### config.mk
export PLATFORM = sky130hd
export DESIGN_NAME = ffba_geom
export DESIGN_NICKNAME = d
export VERILOG_FILES = /design/src/design/ffba_pkg.sv /design/src/design/ffba_geom.sv
export SDC_FILE = /design/constraint.sdc
export NUM_CORES = 1
export LEC_CHECK = 0
export BUFFER_PORTS_ARGS = -buffer_cell sky130_fd_sc_hd__buf_2
export CAP_MARGIN = 30
export CORE_ASPECT_RATIO = 1.2
export CORE_MARGIN = 2
export CORE_UTILIZATION = 30
export DETAILED_ROUTE_END_ITERATION = 8
export GPL_TIMING_DRIVEN = 1
export PLACE_DENSITY = 0.71
export RECOVER_POWER = 25
export SETUP_SLACK_MARGIN = 0.2
export SLEW_MARGIN = 20
export SYNTH_ARGS = -nofsm -noshare
export SYNTH_HDL_FRONTEND = slang
export SYNTH_SLANG_ARGS = --single-unit
export TNS_END_PERCENT = 100
### constraint.sdc
create_clock -name vclk -period 8.7
set_clock_uncertainty 0.05 [all_clocks]
set_input_delay 1.74 -clock vclk [all_inputs]
set_output_delay 1.74 -clock vclk [all_outputs]
set_load 0.005 [all_outputs]
### src/design/ffba_pkg.sv
// Shared constants of the first-fit block allocator.
`timescale 1ns / 1ps
package ffba_pkg;

  localparam int DEF_BUFFER_BYTES = 65536;
  localparam int DEF_MAX_BLOCKS   = 256;
  localparam int DEF_HEADER_BYTES = 16;

  localparam int ALIGN_W  = 3;
  localparam int BUFCFG_W = 17;
  localparam int ALLOC_W  = 17;
  localparam int BOFF_W   = 16;
  localparam int DOFF_W   = 16;
  localparam int STAT_W   = 2;
  localparam int NEED_W   = 18;
  localparam int CIDX_W   = 1;

  localparam logic [ALIGN_W-1:0]  ALIGN_RESET  = 3'd3;
  localparam logic [BUFCFG_W-1:0] BUFCFG_RESET = 17'd65536;

  localparam logic [CIDX_W-1:0] CFG_ALIGN = 1'd0;
  localparam logic [CIDX_W-1:0] CFG_BUF   = 1'd1;

  localparam logic REQ_ALLOC = 1'b0;
  localparam logic REQ_FREE  = 1'b1;

  localparam logic [STAT_W-1:0] STAT_OK      = 2'd0;
  localparam logic [STAT_W-1:0] STAT_NO_FIT  = 2'd1;
  localparam logic [STAT_W-1:0] STAT_BAD_OFF = 2'd2;

endpackage

### src/design/ffba_geom.sv
// Alignment rounding of header and request sizes and the initial free block size.
`timescale 1ns / 1ps
module ffba_geom
  import ffba_pkg::*;
#(
  parameter int BUFFER_BYTES = DEF_BUFFER_BYTES,
  parameter int HEADER_BYTES = DEF_HEADER_BYTES,
  parameter int OFF_W        = 17,
  parameter int AW           = 20
) (
  input  logic [ALIGN_W-1:0]  align_log2_i,
  input  logic [BUFCFG_W-1:0] buffer_bytes_i,
  input  logic [ALLOC_W-1:0]  alloc_bytes_i,
  output logic [AW-1:0]       hdr_o,
  output logic [AW-1:0]       need_o,
  output logic [OFF_W-1:0]    init_size_o
);

  logic [AW-1:0] amask;
  logic [AW-1:0] buf_x;
  logic [AW-1:0] buf_lim;

  always_comb begin
    amask   = ~({AW{1'b1}} << align_log2_i);
    hdr_o   = (AW'(HEADER_BYTES) + amask) & ~amask;
    need_o  = (AW'(alloc_bytes_i) + amask) & ~amask;
    buf_x   = AW'(buffer_bytes_i);
    buf_lim = (buf_x > AW'(BUFFER_BYTES)) ? AW'(BUFFER_BYTES) : buf_x;
    init_size_o = (buf_lim > hdr_o) ? OFF_W'(buf_lim - hdr_o) : '0;
  end

endmodule

==> results.sh, run 1 <==
export IMPL_dr_first_iter_drc_count=39
export IMPL_slew_viol_final=0
export IMPL_routed_wirelength_um=3700
export IMPL_worst_pin_slew_ps=586
export IMPL_ctsResizeCount=0
export IMPL_io_buffers=76
export IMPL_nClkBuffers=0
export IMPL_fp_dieW_um=64.2
export IMPL_antenna_found_initial=0
export IMPL_initial_core_util=0.309
export IMPL_period_share=0.709
export IMPL_max_vdd_ir_drop_uv=19.1
export IMPL_grt_pass1_wl_um=6290
export IMPL_ys_top_cells_by_area="ha_1 11%, buf_4 10%, xnor2_1 6.0%"
export IMPL_yosysWarnings=0
export IMPL_timing_setup_tns_ps=0
export IMPL_required_ps=6910
export IMPL_yosysTopAreaCellShare=0.105
export IMPL_regArea_sq_um=0
export IMPL_final_nets=321
export IMPL_gp_congestion=0.851
export IMPL_grt_pass1_vias=1486
export IMPL_drtAntennaViolNets=0
export IMPL_power_leakage_nw=0.833
export IMPL_post_route_drc_count=0
export IMPL_synth_cell_types=47
export IMPL_crit_arrival_ps=4380
export IMPL_pwr_density_cell_nw_per_um2=58.7
export IMPL_end_kind="primary output"
export IMPL_io_pins=94
export IMPL_holdBufCountCts=0
export IMPL_die_h_um=76.3
export IMPL_report_power_total_uw=97.8
export IMPL_syn_area_per_cell_sq_um=6.60
export IMPL_drive_above_1_share=0.304
export IMPL_path_class="in -> out"
export IMPL_grt_usage=0.146
export IMPL_hp_class="in -> out"
export IMPL_num_vias=1608
export IMPL_hold_violations=0
export IMPL_place_hpwl_um=3190
export IMPL_rsz0062_at_grt="false"
export IMPL_area_growth_pct=27.6
export IMPL_diodes=0
export IMPL_core_rowCount=26
export IMPL_finalSetupViolCount=0
export IMPL_grt_max_degree=15
export IMPL_synth_cells=198
export IMPL_cts_setup_buffers=0
export IMPL_hold_ws_ps=3690
export IMPL_final_cell_mix="68 x buf_2, 18 x nand2_1, 18 x conb_1, 15 x o21ai_0, 15 x nor2_1"
export IMPL_outcome="complete, no violations"
export IMPL_synth_top_area_cell="ha_1"
export IMPL_first_pass_iters=4
export IMPL_drt_vias_per_instance=4.93
export IMPL_startpoint_type="input port"
export IMPL_final_common_cell="buf_2"
export IMPL_synthesis_area_sq_um=1310
export IMPL_cap_violations=0
export IMPL_ys_seq_area_frac=0
export IMPL_slew_headroom=0.609
export IMPL_path_max_fanout=14
export IMPL_finalCriticalPeriod_ps=6170
export IMPL_fmax_ghz=0.162
export IMPL_core_area_sq_um=4230
export IMPL_wl_per_cell_um=11.3
export IMPL_die_area_sq_um=4900
export IMPL_overflow=0
export IMPL_n_sequential_cell=0
-- worst paths after layout --
kind                           start             end  slack [ps]  depth (start not counted)
hold / removal     alloc_bytes_i[15]      need_o[15]        3690                          3
setup / recovery  buffer_bytes_i[16]  init_size_o[0]        2530                         11
-- critical path, cell delays in order --
cell and delay, ps:
buf_2 240, clkinv_1 290, nand2_1 170, inv_1 50, ha_1 310, o21ai_0 290, a22oi_1 250, a2111oi_4 610
nor2b_2 110, and2_1 180, buf_2 120
-- cell usage after synthesis, types with 2 or more instances --
cell type  number
buf_4          18
nand2_1        18
nor2_1         15
o21ai_0        15
inv_1          14
ha_1           11
a21oi_1        10
xnor2_1         9
nor2b_1         8
nor3_1          8
nand3_1         6
o21a_1          6
xor2_1          6
or2_2           5
and2_1          4
o211ai_1        4
a31oi_1         3
and4_1          3
a21o_1          2
and3_1          2
clkbuf_1        2
nor4_1          2
o311ai_0        2
or4_1           2
-- through the flow --
| step | utilization | area [sq um] | setup WS, ps | cells |
|---|---|---|---|---|
| 4_1_cts | 0.396 | 1670 | 2540 | 326 |
| 6_report | 0.394 | 1670 | 2530 | 326 |
| 2_1_floorplan | - | 1370 | 2980 | 215 |
| 3_3_place_gp | 0.396 | 1670 | 2650 | 326 |
| 5_1_grt | 0.394 | 1670 | 2330 | 326 |
| 3_5_place_dp | 0.396 | 1670 | 2550 | 326 |
-- layer usage --
metal	wire length [um]	GRT usage	share of wire	up-vias
li1	-	-	-	822
met1	1430	0.168	0.39	710
met2	1880	0.283	0.51	74
met3	371	0.0295	0.10	2
met4	16	0.00638	0.0043	0
met5	0	0	0	-
-- kinds of logic after synthesis --
family,after synthesis,synth area share
other,1,0.00287
AND/OR/NAND/NOR,79,0.329
adder cells (fa/ha/maj),12,0.121
buffers and inverters,36,0.155
XOR/XNOR,15,0.101
AO/OA/AOI/OAI,55,0.292
-- cell type report --
type	count	area (sq um)
fill	482	2560
inverter	15	56.3
tap	56	70.1
multi-input combinational	179	1170
timing repair buffer	76	373
-- report_power, final --
| group | internal [mW] | switching (mW) | leakage [nW] |
|---|---|---|---|
| logic | 0.0442 | 0.0536 | 0.833 |
| clock network | 0 | 0 | 0 |
| registers | 0 | 0 | 0 |
| total | 0.0442 | 0.0536 | 0.833 |
Note: power is estimated with default switching activity, not from simulation.
==> run 2, diff against run 1 <==
Settings changed: ABC_AREA set to 1, PLACE_DENSITY 0.71 to 0.69.
Clock period 8.7 ns to 6 ns, I/O delays scaled along.
==> run 2 against run 1 <==
  * Synthesized area rose by 12%
  * Die area rose by 11%
  * Synthesized cell count rose by 38%
  * Setup slack got worse by 1800 ps
  * Utilization rose by 0.062 points
  * Largest cell class unchanged
  * Critical path type unchanged
==> results.sh, run 2 <==
export IMPL_outcome="complete, no violations"
export IMPL_drt_vias_per_instance=4.54
export IMPL_grt_usage=0.139
export IMPL_synth_top_area_cell="nand2_1"
export IMPL_n_sequential_cell=0
export IMPL_die_area_sq_um=5440
export IMPL_io_pins=94
export IMPL_gp_congestion=0.861
export IMPL_period_share=0.870
export IMPL_ys_top_cells_by_area="nand2_1 15%, nor2_1 12%, inv_1 10%"
export IMPL_synthesis_area_sq_um=1460
export IMPL_hp_class="in -> out"
export IMPL_worst_hold_path_endpoint="hdr_o[5]"
export IMPL_fp_dieW_um=67.7
export IMPL_fin_util=0.395
export IMPL_timing_setup_tns_ps=0
export IMPL_holdBufCountCts=0
export IMPL_synth_most_common_cell="nand2_1"
export IMPL_finalCriticalPeriod_ps=5220
export IMPL_hold_depth=3
export IMPL_wl_per_cell_um=10.1
export IMPL_drtAntennaViolNets=0
export IMPL_cp_slowest_cell="nor2_2"
export IMPL_dr_first_iter_drc_count=59
export IMPL_final_common_cell="buf_2"
export IMPL_ys_seq_area_frac=0
export IMPL_finalSetupViolCount=0
export IMPL_clock_power_share=0
export IMPL_path_max_fanout=18
export IMPL_startpoint_type="input port"
export IMPL_fmax_ghz=0.191
export IMPL_end_kind="primary output"
export IMPL_path_cells="buf_2 > nor2_1 > nand2_1 > nor2_1 > nand2_2 > nand2_4 > inv_1 > nor2_1 > ha_1 > nand2_1 > nand3b_1 > a21oi_1 > o21ai_1 > nand2_1 > nand2_2 > nor2_2 > buf_4 > nor3_1 > buf_2"
export IMPL_antenna_found_initial=0
export IMPL_area_growth_pct=25.1
export IMPL_worst_pin_slew_ps=550
export IMPL_synth_common_cells="60 x nand2_1, 46 x nor2_1, 40 x inv_1, 18 x buf_4, 14 x nand3_1"
export IMPL_critPathTopFamily="simple AND/OR/NAND/NOR gates"
export IMPL_synth_cells=273
export IMPL_yosysTopAreaCellShare=0.154
export IMPL_crit_buf_inv=4
export IMPL_rsz0062_at_grt="false"
export IMPL_path_class="in -> out"
export IMPL_grt_pass1_wl_um=6280
export IMPL_core_rowCount=27
export IMPL_syn_area_per_cell_sq_um=5.35
export IMPL_synth_cell_types=33
export IMPL_routed_wirelength_um=4080
export IMPL_num_vias=1837
export IMPL_combPwrFrac=1.000
export IMPL_cap_violations=0
export IMPL_max_vdd_ir_drop_uv=42.2
export IMPL_nClkBuffers=0
export IMPL_initial_core_util=0.315
export IMPL_p_int_uw=67.7
export IMPL_final_cell_mix="68 x buf_2, 60 x nand2_1, 47 x nor2_1, 40 x inv_1, 18 x conb_1"
export IMPL_pwr_density_cell_nw_per_um2=89.0
export IMPL_die_h_um=80.4
export IMPL_power_leakage_nw=1.09
export IMPL_power_switching_uw=94.9
export IMPL_first_pass_iters=4
export IMPL_cts_setup_buffers=0
export IMPL_pwr_share_seq=0
export IMPL_hold_ws_ps=2610
export IMPL_place_hpwl_um=3600
export IMPL_diodes=0
export IMPL_final_nets=398
export IMPL_overflow=0
export IMPL_max_stage_delay_ps=300
export IMPL_core_area_sq_um=4630
export IMPL_ctsResizeCount=0
export IMPL_slew_headroom=0.629
export IMPL_grt_max_degree=19
export IMPL_post_route_drc_count=0
export IMPL_crit_arrival_ps=3970
export IMPL_regArea_sq_um=0
export IMPL_min_delay_start="align_log2_i[1]"
export IMPL_hold_violations=0
export IMPL_yosysWarnings=0
export IMPL_io_buffers=76
export IMPL_grt_pass1_vias=1544
export IMPL_slew_viol_final=0
export IMPL_sw_frac_of_total=0.584
export IMPL_pre_cts_ws_ps=803
export IMPL_drive_above_1_share=0.271
export IMPL_required_ps=4750
export IMPL_layout_setup_ws_ps=777
[run 2: cell types whose count changed in the layout (fill, tap and decap cells not counted), sizes merged, moves of 6 or more]
| cell | previous run | this run |
|---|---|---|
| a21oi | 10 | 16 |
| inv | 14 | 40 |
| nand2 | 19 | 64 |
| nand3 | 6 | 14 |
| nand4 | 0 | 7 |
| nor2 | 15 | 57 |
| nor2b | 9 | 0 |
| o21a | 6 | 0 |
[run 2: kinds of logic after synthesis]
| family | share of synthesized area |
|---|---|
| AO/OA/AOI/OAI | 0.151 |
| XOR/XNOR | 0.0780 |
| adder cells (fa/ha/maj) | 0.108 |
| buffers and inverters | 0.207 |
| other | 0.00257 |
| AND/OR/NAND/NOR | 0.454 |
[run 2: final cells by class]
cell class / count / area [sq um]
fill: 521 / 2800
inverter: 40 / 150
multi-input combinational: 230 / 1220
tap: 58 / 72.6
timing repair buffer: 77 / 384
[run 2: tightest hold or removal path, delay by kind of cell]
kind	cells	cell delay, ps
buf+inv	2	200
simple gates	1	50
[run 2: how the worst max path moves through the flow]
| stage | cells after the start | end | slack [ps] | startpoint |
|---|---|---|---|---|
| 2_1_floorplan | 18 | init_size_o[11] | 1510 | buffer_bytes_i[1] |
| 3_3_place_gp | 19 | init_size_o[7] | 960 | buffer_bytes_i[1] |
| 3_5_place_dp | 19 | init_size_o[7] | 800 | buffer_bytes_i[1] |
| 4_1_cts | 19 | init_size_o[7] | 790 | buffer_bytes_i[1] |
| 5_1_grt | 19 | init_size_o[7] | 420 | buffer_bytes_i[1] |
| 6_report | 19 | init_size_o[7] | 780 | buffer_bytes_i[1] |
[run 2: layer usage]
metal	vias up	global-route usage	share of wire
met3	2	0.00280	0.065
met1	779	0.169	0.43
li1	987	-	-
met4	0	0.00816	0.0069
met5	-	0	0
met2	69	0.275	0.50
[run 2: metrics by stage]
stage               total power, mW  cell area [sq um]  cells
finish                        0.163               1830    405
global route                  0.184               1830    405
CTS                           0.163               1830    405
detailed placement            0.162               1830    405
global placement              0.161               1830    405
floorplan                     0.109               1520    290
[run 2: power groups by stage]
stage | Clock, mW | Combinational (mW) | Sequential [mW]
finish | 0 | 0.163 | 0
detailed placement | 0 | 0.162 | 0
global route | 0 | 0.184 | 0
global placement | 0 | 0.161 | 0
CTS | 0 | 0.163 | 0
floorplan | 0 | 0.109 | 0
