### src/design/ffba_ram.sv
// Generic single-write, single-read RAM with registered read data.
`timescale 1ns / 1ps
module ffba_ram #(
  parameter int WIDTH = 8,
  parameter int DEPTH = 16
) (
  input  logic                     clk_i,
  input  logic                     we_i,
  input  logic [$clog2(DEPTH)-1:0] waddr_i,
  input  logic [WIDTH-1:0]         wdata_i,
  input  logic [$clog2(DEPTH)-1:0] raddr_i,
  output logic [WIDTH-1:0]         rdata_o
);

  logic [WIDTH-1:0] mem_q [DEPTH];

  always_ff @(posedge clk_i) begin
    if (we_i) begin
      mem_q[waddr_i] <= wdata_i;
    end
    rdata_o <= mem_q[raddr_i];
  end

endmodule

### config.mk
export PLATFORM = sky130hd
export DESIGN_NAME = ffba_ram
export DESIGN_NICKNAME = d
export VERILOG_FILES = /design/src/design/ffba_ram.sv
export SDC_FILE = /design/constraint.sdc
export NUM_CORES = 1
export LEC_CHECK = 0
export ABC_AREA = 1
export BUFFER_PORTS_ARGS = -buffer_cell sky130_fd_sc_hd__buf_2
export CAP_MARGIN = 20
export CORE_ASPECT_RATIO = 1.2
export CORE_UTILIZATION = 35
export CTS_BUF_LIST = sky130_fd_sc_hd__clkbuf_16
export DETAILED_ROUTE_END_ITERATION = 8
export PLACE_DENSITY = 0.56
export SETUP_SLACK_MARGIN = 0.4
export SLEW_MARGIN = 40
export SYNTH_ARGS = -nofsm -noshare
export SYNTH_HDL_FRONTEND = slang
export SYNTH_SLANG_ARGS = --single-unit
### constraint.sdc
create_clock -name clk_i -period 0.95 [get_ports clk_i]
set_input_delay 0.095 -clock clk_i [delete_from_list [all_inputs] [get_ports clk_i]]
set_output_delay 0.095 -clock clk_i [all_outputs]
set_load 0.01 [all_outputs]
==> results of run 1 <==
## worst min path at each step
stage                                  start  slack (ns)                endpoint  cells after the start
after CTS                         wdata_i[6]        0.07  mem_q[15][6]$_DFFE_PP_                      1
after detailed placement  rdata_o[7]$_DFF_P_        0.49              rdata_o[7]                      1
final                             wdata_i[6]        0.08  mem_q[15][6]$_DFFE_PP_                      1
after global routing              wdata_i[6]        0.09  mem_q[15][6]$_DFFE_PP_                      1
after floorplan                   wdata_i[0]        0.19   mem_q[0][0]$_DFFE_PP_                      0
after global placement    rdata_o[7]$_DFF_P_        0.49              rdata_o[7]                      1
## power by group
group / total (µW) / switching, µW / internal, µW
clock: 6460 / 2390 / 4070
combinational: 1130 / 714 / 421
sequential: 6750 / 38.3 / 6710
## layer usage
layer	share of wire	up-vias	global-route usage
li1	-	1898	-
met2	0.53	64	0.293
met1	0.42	1867	0.204
met3	0.031	10	0.0315
met4	0.010	0	0.0646
met5	0	-	0
## cells by family (layout without fill, tap and decap cells)
logic type / Yosys count / after routing / share of synthesized area
AND/OR/NAND/NOR: 289 / 289 / 0.210
flip-flops: 136 / 136 / 0.694
buffers and inverters: 126 / 199 / 0.0952
## cell usage after synthesis
| cell | instances | area share |
|---|---|---|
| nand2_1 | 173 | 0.11 |
| edfxtp_1 | 128 | 0.67 |
| nor2_1 | 17 | 0.011 |
| dfxtp_1 | 8 | 0.028 |
| buf_4 | 4 | 0.0052 |
| nand3_1 | 97 | 0.084 |
| buf_1 | 1 | 0.00065 |
| nand3b_1 | 2 | 0.0026 |
| buf_2 | 13 | 0.011 |
| inv_2 | 2 | 0.0013 |
| buf_6 | 6 | 0.012 |
| inv_1 | 100 | 0.065 |
## per-stage QoR
stage | hold WS (ns) | setup TNS, ns | power, µW
2_1_floorplan | 0.194 | -1.19 | 7410
3_5_place_dp | 0.490 | -26.81 | 7830
5_1_grt | 0.0864 | -0.283 | 14800
3_3_place_gp | 0.488 | -23.03 | 7810
4_1_cts | 0.0706 | -0.0417 | 14300
6_report | 0.0848 | -0.0115 | 14300
## final cells by class
cell class,count,share of cell area
clock buffer,17,0.0557
tap,212,0.0347
multi-input combinational,289,0.221
timing repair buffer,65,0.0917
inverter,102,0.0514
clock inverter,15,0.0208
sequential,136,0.524
## state kept, by name (all words and copies together) (netlist names)
register,count
mem_q,128
rdata_o,8
## what timing repair did
item                       4_1_cts  5_1_grt
pin swaps                       32       28
setup buffers                    5        1
resized for setup               55       50
setup endpoints to repair      144      142
==> impl_metrics.tcl, run 1 <==
set metrics [dict create \
    startpoint "rdata_o[2]$_DFF_P_" \
    antenna_found_initial 0 \
    wl_mm 13.1 \
    critPathKind "flip-flop to primary output" \
    grt-ovfl-total 0 \
    dpl.hpwl_mm 8.59 \
    drc 0 \
    fillers 1453 \
    layout_commonest_cell "nand2_1" \
    final_core_util 0.473 \
    layout_min_cycle_time_ns 0.961 \
    slew_viol_final 0 \
    final.setup.worst_slack_ns -0.0115 \
    cts_sinks 136 \
    crit_cells 1 \
    place_ws_ns -0.312 \
    cts_max_level 4 \
    clock_path_buffers 2 \
    path_cells "buf_6" \
    run_status "finished, violations left" \
    cts_buffers 17 \
    multi_input_area_mm2 0.00169 \
    reg2reg_from "mem_q[1][6]$_DFFE_PP_" \
    coreArea_mm2 0.0161 \
    maxCapViolations 0 \
    io_pins 26 \
    ff2ff_setup_slack_ns 0.03 \
    critPathCaptureType "primary output" \
    tightestPinTransition_ns 0.411 \
    cp_data_arrival_time_ns 0.87 \
    ant_nets 0 \
    crit_slowest_cell "dfxtp_2" \
    rows 51 \
    nets 629 \
    die_y_um 143 \
    syn2layout_area_growth_pct 32.5 \
    drive_gt1_frac 0.301 \
    path_max_fanout 1 \
    slew_headroom 0.725 \
    final_cell_mix "nand2_1 (160), edfxtp_1 (128), inv_1 (93)" \
    critPathBufInv 1 \
    rsz0062_at_grt "true" \
    p_per_area_mw_per_mm2 1880 \
    regArea_mm2 0.00401 \
    violations "setup timing" \
    fin_cells 836 \
    reg2reg_to "rdata_o[6]$_DFF_P_" \
    hold_viol_final 0 \
    grt_pass1_wl_mm 20.7 \
    grt_pass1_vias 3851 \
    grt_usage 0.167 \
    fmax_ghz 1.04 \
    dieArea_mm2 0.0170 \
    ys_ff_latch 136 \
    hold_path_class "input pin to flip-flop" \
    ctsHoldBuffers 0 \
    gp_congestion 0.771 \
    place.port_buffers 25 \
    yosysSeqAreaShare 0.694 \
    cts_root_buffer "clkbuf_16" \
    synthDistinctLibCells 12 \
    setup_viol 1 \
    ir_drop_mv 1.26 \
    syn_inst 551 \
    syn_area_mm2 0.00577 \
    finClkSkew_ns 0.00463 \
    firstDrtPassIters 4 \
    dr.first_iter.drc_count 239 \
    syn_nets 569 \
    yosys_warnings 0 \
    syn_avg_cell_area_um2 10.5 \
    cp-start-kind "flip-flop" \
    cts_tree "done" \
    dp_cells 798 \
    crit_required_ns 0.85 \
    grt_max_degree 39 \
    die_w_um 119 \
    avgViaCountPerCell 4.59 \
    vias 3839 \
    wl_per_cell_um 15.7 \
    start_util 0.357 \
    leakagePower_uw 0.00319 \
    max_stage_delay_ns 0.35 \
    path_clk_slew_ns 0.06 \
    endpoint "rdata_o[2]" \
    min_period_over_period 1.01 \
    place_area_mm2 0.00655 \
    final_area_mm2 0.00764 \
    clock_latency_ns 0.41 \
    reg2reg_depth 6 \
    diodes 0 \
    critPathTopFamily "flip-flops" \
]
No activity file was read; power rests on OpenSTA's default activity.
==> inputs of run 2 (changes only) <==
- ABC_AREA: 1 -> unset
==> run 2 against run 1 <==
  * The flow still finishes with violations (setup timing)
  * First-iteration DRC count is 41% lower
  * Fmax decreased by 24%
  * Non-clock buffer count fell by 2
  * Cell count shrank 42%
  * Hold slack got worse by 0.019 ns
  * Power rose by 1.0%
  * Sequential cell count unchanged
  * Synthesized cell count down 58%
  * Count of clock-buffer cells in the layout did not move
  * Utilization increased by 0.16 points
  * Register-to-register slack lost 0.35 ns
  * Critical path type is now flip-flop to flip-flop
  * Critical endpoint is now rdata_o[5]$_DFF_P_
  * Largest power group is now clock
  * Highest routed layer unchanged
==> impl_metrics.tcl, run 2 <==
set metrics [dict create \
    syn_area_mm2 0.00515 \
    rows 48 \
    die_y_um 135 \
    clock_path_buffers 2 \
    path_clk_slew_ns 0.06 \
    grt_pass1_vias 2721 \
    timing.setup.tns_ns -2.19 \
    crit_cells 3 \
    yosys.cell_count.top_type "edfxtp_1" \
    syn_nets 247 \
    antenna_found_initial 0 \
    syn_avg_cell_area_um2 22.5 \
    max_stage_delay_ns 0.47 \
    ir_drop_mv 1.51 \
    largest_reg_flops 128 \
    vias 2477 \
    place_ws_ns -0.514 \
    hold_viol_final 0 \
    fin_cells 489 \
    diodes 0 \
    hold_path_class "input pin to flip-flop" \
    critPathCaptureType "flip-flop" \
    coreArea_mm2 0.0144 \
    synth_area_leaders "edfxtp_1 (75%), mux4_2 (7.9%), mux4_1 (7.1%)" \
    top_register "mem_q" \
    synth_top_cell_area_share 0.747 \
    p_per_area_mw_per_mm2 2130 \
    synthDistinctLibCells 19 \
    dieArea_mm2 0.0152 \
    cts_tree "done" \
    violations "setup timing" \
    syn2layout_area_growth_pct 32.4 \
    setup_viol 8 \
    syn_inst 229 \
    maxCapViolations 0 \
    die_w_um 113 \
    min_path_cells 1 \
    yosys.area.top_type "edfxtp_1" \
    dr.first_iter.drc_count 140 \
    cp-start-kind "flip-flop" \
    grt_max_degree 17 \
    hold-worst-slack_ns 0.0662 \
    wl_mm 10.8 \
    dp_cells 456 \
    slew_viol_final 0 \
    ant_nets 0 \
    total_power_uw 14500 \
    yosys_warnings 0 \
    ys_ff_latch 136 \
    dpl.hpwl_mm 6.90 \
    finClkSkew_ns 0.00401 \
    wl_per_cell_um 22.0 \
    fmax_ghz 0.789 \
    layout_commonest_cell "edfxtp_1" \
    crit_slowest_cell "mux4_2" \
    final_cell_mix "edfxtp_1 (128), mux4_2 (32), buf_12 (22)" \
    synth_edf_count 128 \
    tightestPinTransition_ns 0.628 \
    critPathTopFamily "multiplexers" \
    crit_required_ns 1.25 \
    firstDrtPassIters 4 \
    cts_root_buffer "clkbuf_16" \
    synth_common_cells "edfxtp_1 (128), mux4_2 (18), a22oi_1 (16)" \
    layout_min_cycle_time_ns 1.27 \
    cts_max_level 4 \
    clock_latency_ns 0.41 \
    yosysSeqAreaShare 0.778 \
    cp_data_arrival_time_ns 1.57 \
    critPathBufInv 0 \
    gp_congestion 0.681 \
    min_period_over_period 1.33 \
    drc 0 \
    final.setup.worst_slack_ns -0.317 \
    grt_pass1_wl_mm 16.4 \
    nets 319 \
    reg2reg_depth 3 \
    leakagePower_uw 0.00225 \
    avgViaCountPerCell 5.07 \
    rsz0062_at_grt "true" \
    path_max_fanout 1 \
    critPathKind "flip-flop to flip-flop" \
    io_pins 26 \
    start_util 0.359 \
    largestRegisters "mem_q x128, rdata_o x8" \
    ys.flop_type "edfxtp_1" \
    cts_buffers 17 \
    cts_sinks 136 \
    path_cells "mux4_2 > a22oi_2 > nand2_1" \
    grt_usage 0.157 \
    grt-ovfl-total 0 \
    place.port_buffers 25 \
    async_reset_ff_frac 0 \
    drive_gt1_frac 0.510 \
    slew_headroom 0.581 \
    run_status "finished, violations left" \
]
## run 2: changes by cell type after synthesis, sizes merged
cell	delta
a22oi	+16
mux4	+32
and2b	+1
nor3	+4
and2	+1
clkdlybuf4s25	+3
or3b	+1
nor2b	+1
nand2b	+2
nand2	-164
nand3	-96
nor2	-4
buf	-17
inv	-102
## run 2: what timing repair did
| item | CTS | global route |
|---|---|---|
| hold buffers | 0 | 0 |
| endpoints found under the setup margin | 144 | 144 |
| resized for setup | 24 | 5 |
| buffers inserted | 1 | 0 |
| pin swaps | 8 | 1 |
## run 2: worst reg2reg max path: cells and delay by family (launching register included)
family	cells	cell delay, ns
AO/OA/AOI/OAI	1	0.23
flip-flops	1	0.38
multiplexers	1	0.47
AND/OR/NAND/NOR	1	0.08
## run 2: final timing paths
check | from | to | slack (ns)
max | mem_q[0][5]$_DFFE_PP_ | rdata_o[5]$_DFF_P_ | -0.32
min | wdata_i[1] | mem_q[11][1]$_DFFE_PP_ | 0.07
max reg2reg | mem_q[0][5]$_DFFE_PP_ | rdata_o[5]$_DFF_P_ | -0.32
min reg2reg | mem_q[15][0]$_DFFE_PP_ | rdata_o[0]$_DFF_P_ | 0.66
## run 2: where the power goes
part	internal, µW	switching, µW	leakage [µW]
logic	436	448	0.000736
registers	6710	38.7	0.00122
clock network	4390	2460	0.000290
## run 2: kinds of logic (layout without fill, tap and decap cells)
group,after synthesis,after routing,share of synthesized area
compound gates,16,16,0.0233
buf+inv,10,95,0.0168
flops,136,136,0.778
mux,32,32,0.150
simple gates,35,35,0.0318
## run 2: routing by layer
layer,up-vias,track usage,share of wire
met3,14,0.0328,0.036
li1,1107,-,-
met2,59,0.282,0.56
met5,-,0,0
met4,0,0.0667,0.018
met1,1297,0.183,0.39
## run 2: stage by stage
step | area (µm²) | util
6_report | 6820 | 0.475
3_3_place_gp | 6050 | 0.421
2_1_floorplan | 5270 | -
4_1_cts | 6800 | 0.474
3_5_place_dp | 6050 | 0.422
5_1_grt | 6820 | 0.475
## run 2: layout make-up
| class | count | area, µm² |
|---|---|---|
| clock inverters | 15 | 201 |
| flip-flops and latches | 136 | 4010 |
| multi-input cells | 83 | 1220 |
| fillers | 1177 | 7540 |
| well taps | 175 | 219 |
| repair buffers | 63 | 742 |
| clock buffers | 17 | 425 |
==> inputs of run 3 (changes only) <==
- PLACE_DENSITY: 0.56 -> 0.54
- clock period: 0.95 -> 1.5 ns (I/O delays scaled with it)
==> run 3 against run 2 <==
  * Cell count is 3.1% lower
  * Global-route usage is 0.11 points higher
  * Sequential power is 37% lower
  * Clock skew is 0.0018 ns higher
  * Hold slack better by 0.053 ns
  * First-iteration DRC count is 29% higher
  * Setup slack better by 0.55 ns
  * Power is 40% lower
  * Final area is 6.9% lower
  * Count of clock-buffer cells in the layout stayed put
  * The flow now finishes without violations
  * Register-to-register slack better by 0.55 ns
==> impl_metrics.tcl, run 3 (same netlist as run 2, synthesis figures left out) <==
set metrics [dict create \
    syn2layout_area_growth_pct 23.2 \
    multi_input_area_mm2 0.00111 \
    final_core_util 0.442 \
    ant_nets 0 \
    largest_reg_flops 128 \
    place_area_mm2 0.00575 \
    setup_viol 0 \
    fmax_ghz 0.792 \
    cp-start-kind "flip-flop" \
    dpl.hpwl_mm 6.65 \
    largestRegisters "mem_q x128, rdata_o x8" \
    grt_pass1_wl_mm 16.2 \
    hold_path_class "input pin to flip-flop" \
    firstDrtPassIters 4 \
    crit_required_ns 1.77 \
    slew_headroom 0.546 \
    slew_viol_final 0 \
    hold-worst-slack_ns 0.119 \
    wl_per_cell_um 23.0 \
    cts_max_level 4 \
    maxCapViolations 0 \
    drc 0 \
    path_clk_slew_ns 0.06 \
    vias 2429 \
    avgViaCountPerCell 5.12 \
    critPathKind "flip-flop to flip-flop" \
    run_status "finished clean" \
    cts_sinks 136 \
    dp_cells 442 \
    gp_congestion 0.710 \
    reg2reg_to "rdata_o[5]$_DFF_P_" \
    reg2reg_from "mem_q[3][5]$_DFFE_PP_" \
    layout_commonest_cell "edfxtp_1" \
    min_period_over_period 0.842 \
    dieArea_mm2 0.0152 \
    fin_cells 474 \
    coreArea_mm2 0.0144 \
    final_area_mm2 0.00634 \
    grt_usage 0.158 \
    startpoint "mem_q[3][5]$_DFFE_PP_" \
    place.port_buffers 25 \
    wl_mm 10.9 \
    cts_buffers 17 \
    grt_max_degree 25 \
    ff2ff_setup_slack_ns 0.24 \
    drive_gt1_frac 0.438 \
    tightestPinTransition_ns 0.680 \
    total_power_uw 8650 \
    worst_hold_path.endpoint "mem_q[15][0]$_DFFE_PP_" \
    die_y_um 135 \
    p_per_area_mw_per_mm2 1360 \
    io_pins 26 \
    cts_root_buffer "clkbuf_16" \
    critPathCaptureType "flip-flop" \
    ir_drop_mv 0.828 \
    nets 304 \
    fillers 1214 \
    layout_min_cycle_time_ns 1.26 \
    cp_data_arrival_time_ns 1.54 \
    cts_setup_buffers 0 \
    path_max_fanout 1 \
    max_stage_delay_ns 0.49 \
    clock_latency_ns 0.40 \
    start_util 0.359 \
    antenna_found_initial 0 \
    reg2reg_depth 3 \
    rows 48 \
    hp-start "wdata_i[0]" \
    grt-ovfl-total 0 \
    regArea_mm2 0.00400 \
    grt_pass1_vias 2564 \
    final_cell_mix "edfxtp_1 (128), mux4_2 (32), buf_2 (25)" \
    rsz0062_at_grt "true" \
    finClkSkew_ns 0.00583 \
    diodes 0 \
    cts_tree "done" \
    clock_path_buffers 2 \
    path_cells "mux4_2 > a22oi_2 > nand2_1" \
    crit_slowest_cell "mux4_2" \
    leakagePower_uw 0.00209 \
    top_register "mem_q" \
    hold_viol_final 0 \
    die_w_um 113 \
    dr.first_iter.drc_count 180 \
    min_path_cells 1 \
]
-- run 3: cell types whose count changed in the layout (fill, tap and decap cells not counted), sizes merged --
cell / before / now
buf: 63 / 48
bufinv: 4 / 2
clkinvlp: 5 / 3
clkinv: 4 / 8
-- run 3: where the power goes --
group          internal [µW]  total [µW]  switching, µW
clock network           2410        3910           1500
registers               4250        4270           21.0
logic                    203         462            259
-- run 3: metal layers --
layer  up-vias  part of all wire  GRT usage
li1       1077                 -          -
met1      1275              0.43      0.200
met2        72              0.51      0.258
met3         5             0.051     0.0476
met4         0             0.012     0.0615
met5         -                 0          0
-- run 3: final cells by class --
type | instances | share of cell area
clock inverter | 15 | 0.0219
tap | 175 | 0.0345
sequential | 136 | 0.631
clock buffer | 17 | 0.0671
multi-input combinational | 83 | 0.175
timing repair buffer | 48 | 0.0706
-- run 3: worst max path at each step --
stage                            end  slack (ns)  cells past startpoint
5_1_grt           rdata_o[4]$_DFF_P_        0.21                      3
3_5_place_dp      rdata_o[6]$_DFF_P_       -0.06                      5
3_3_place_gp      rdata_o[6]$_DFF_P_       -0.04                      5
6_report          rdata_o[5]$_DFF_P_        0.24                      3
4_1_cts           rdata_o[5]$_DFF_P_        0.24                      3
2_1_floorplan  mem_q[0][0]$_DFFE_PP_        0.25                      2
-- run 3: repair_timing --
action | CTS | global route
hold buffers | 0 | 0
pin swaps | 2 | 2
endpoints found under the setup margin | 8 | 8
gates resized for setup | 7 | 1
hold endpoints to repair | 0 | 0
-- run 3: through the flow --
step / TNS, ns / setup WS, ns
6_report: 0 / 0.237
5_1_grt: 0 / 0.210
4_1_cts: 0 / 0.239
3_5_place_dp: -0.227 / -0.0604
3_3_place_gp: -0.140 / -0.0380
2_1_floorplan: 0 / 0.247
-- run 3: critical path: cells and delay by family, from the launching register on --
family / cells / cell delay [ns]
compound gates: 1 / 0.17
flops: 1 / 0.36
mux: 1 / 0.49
simple gates: 1 / 0.11
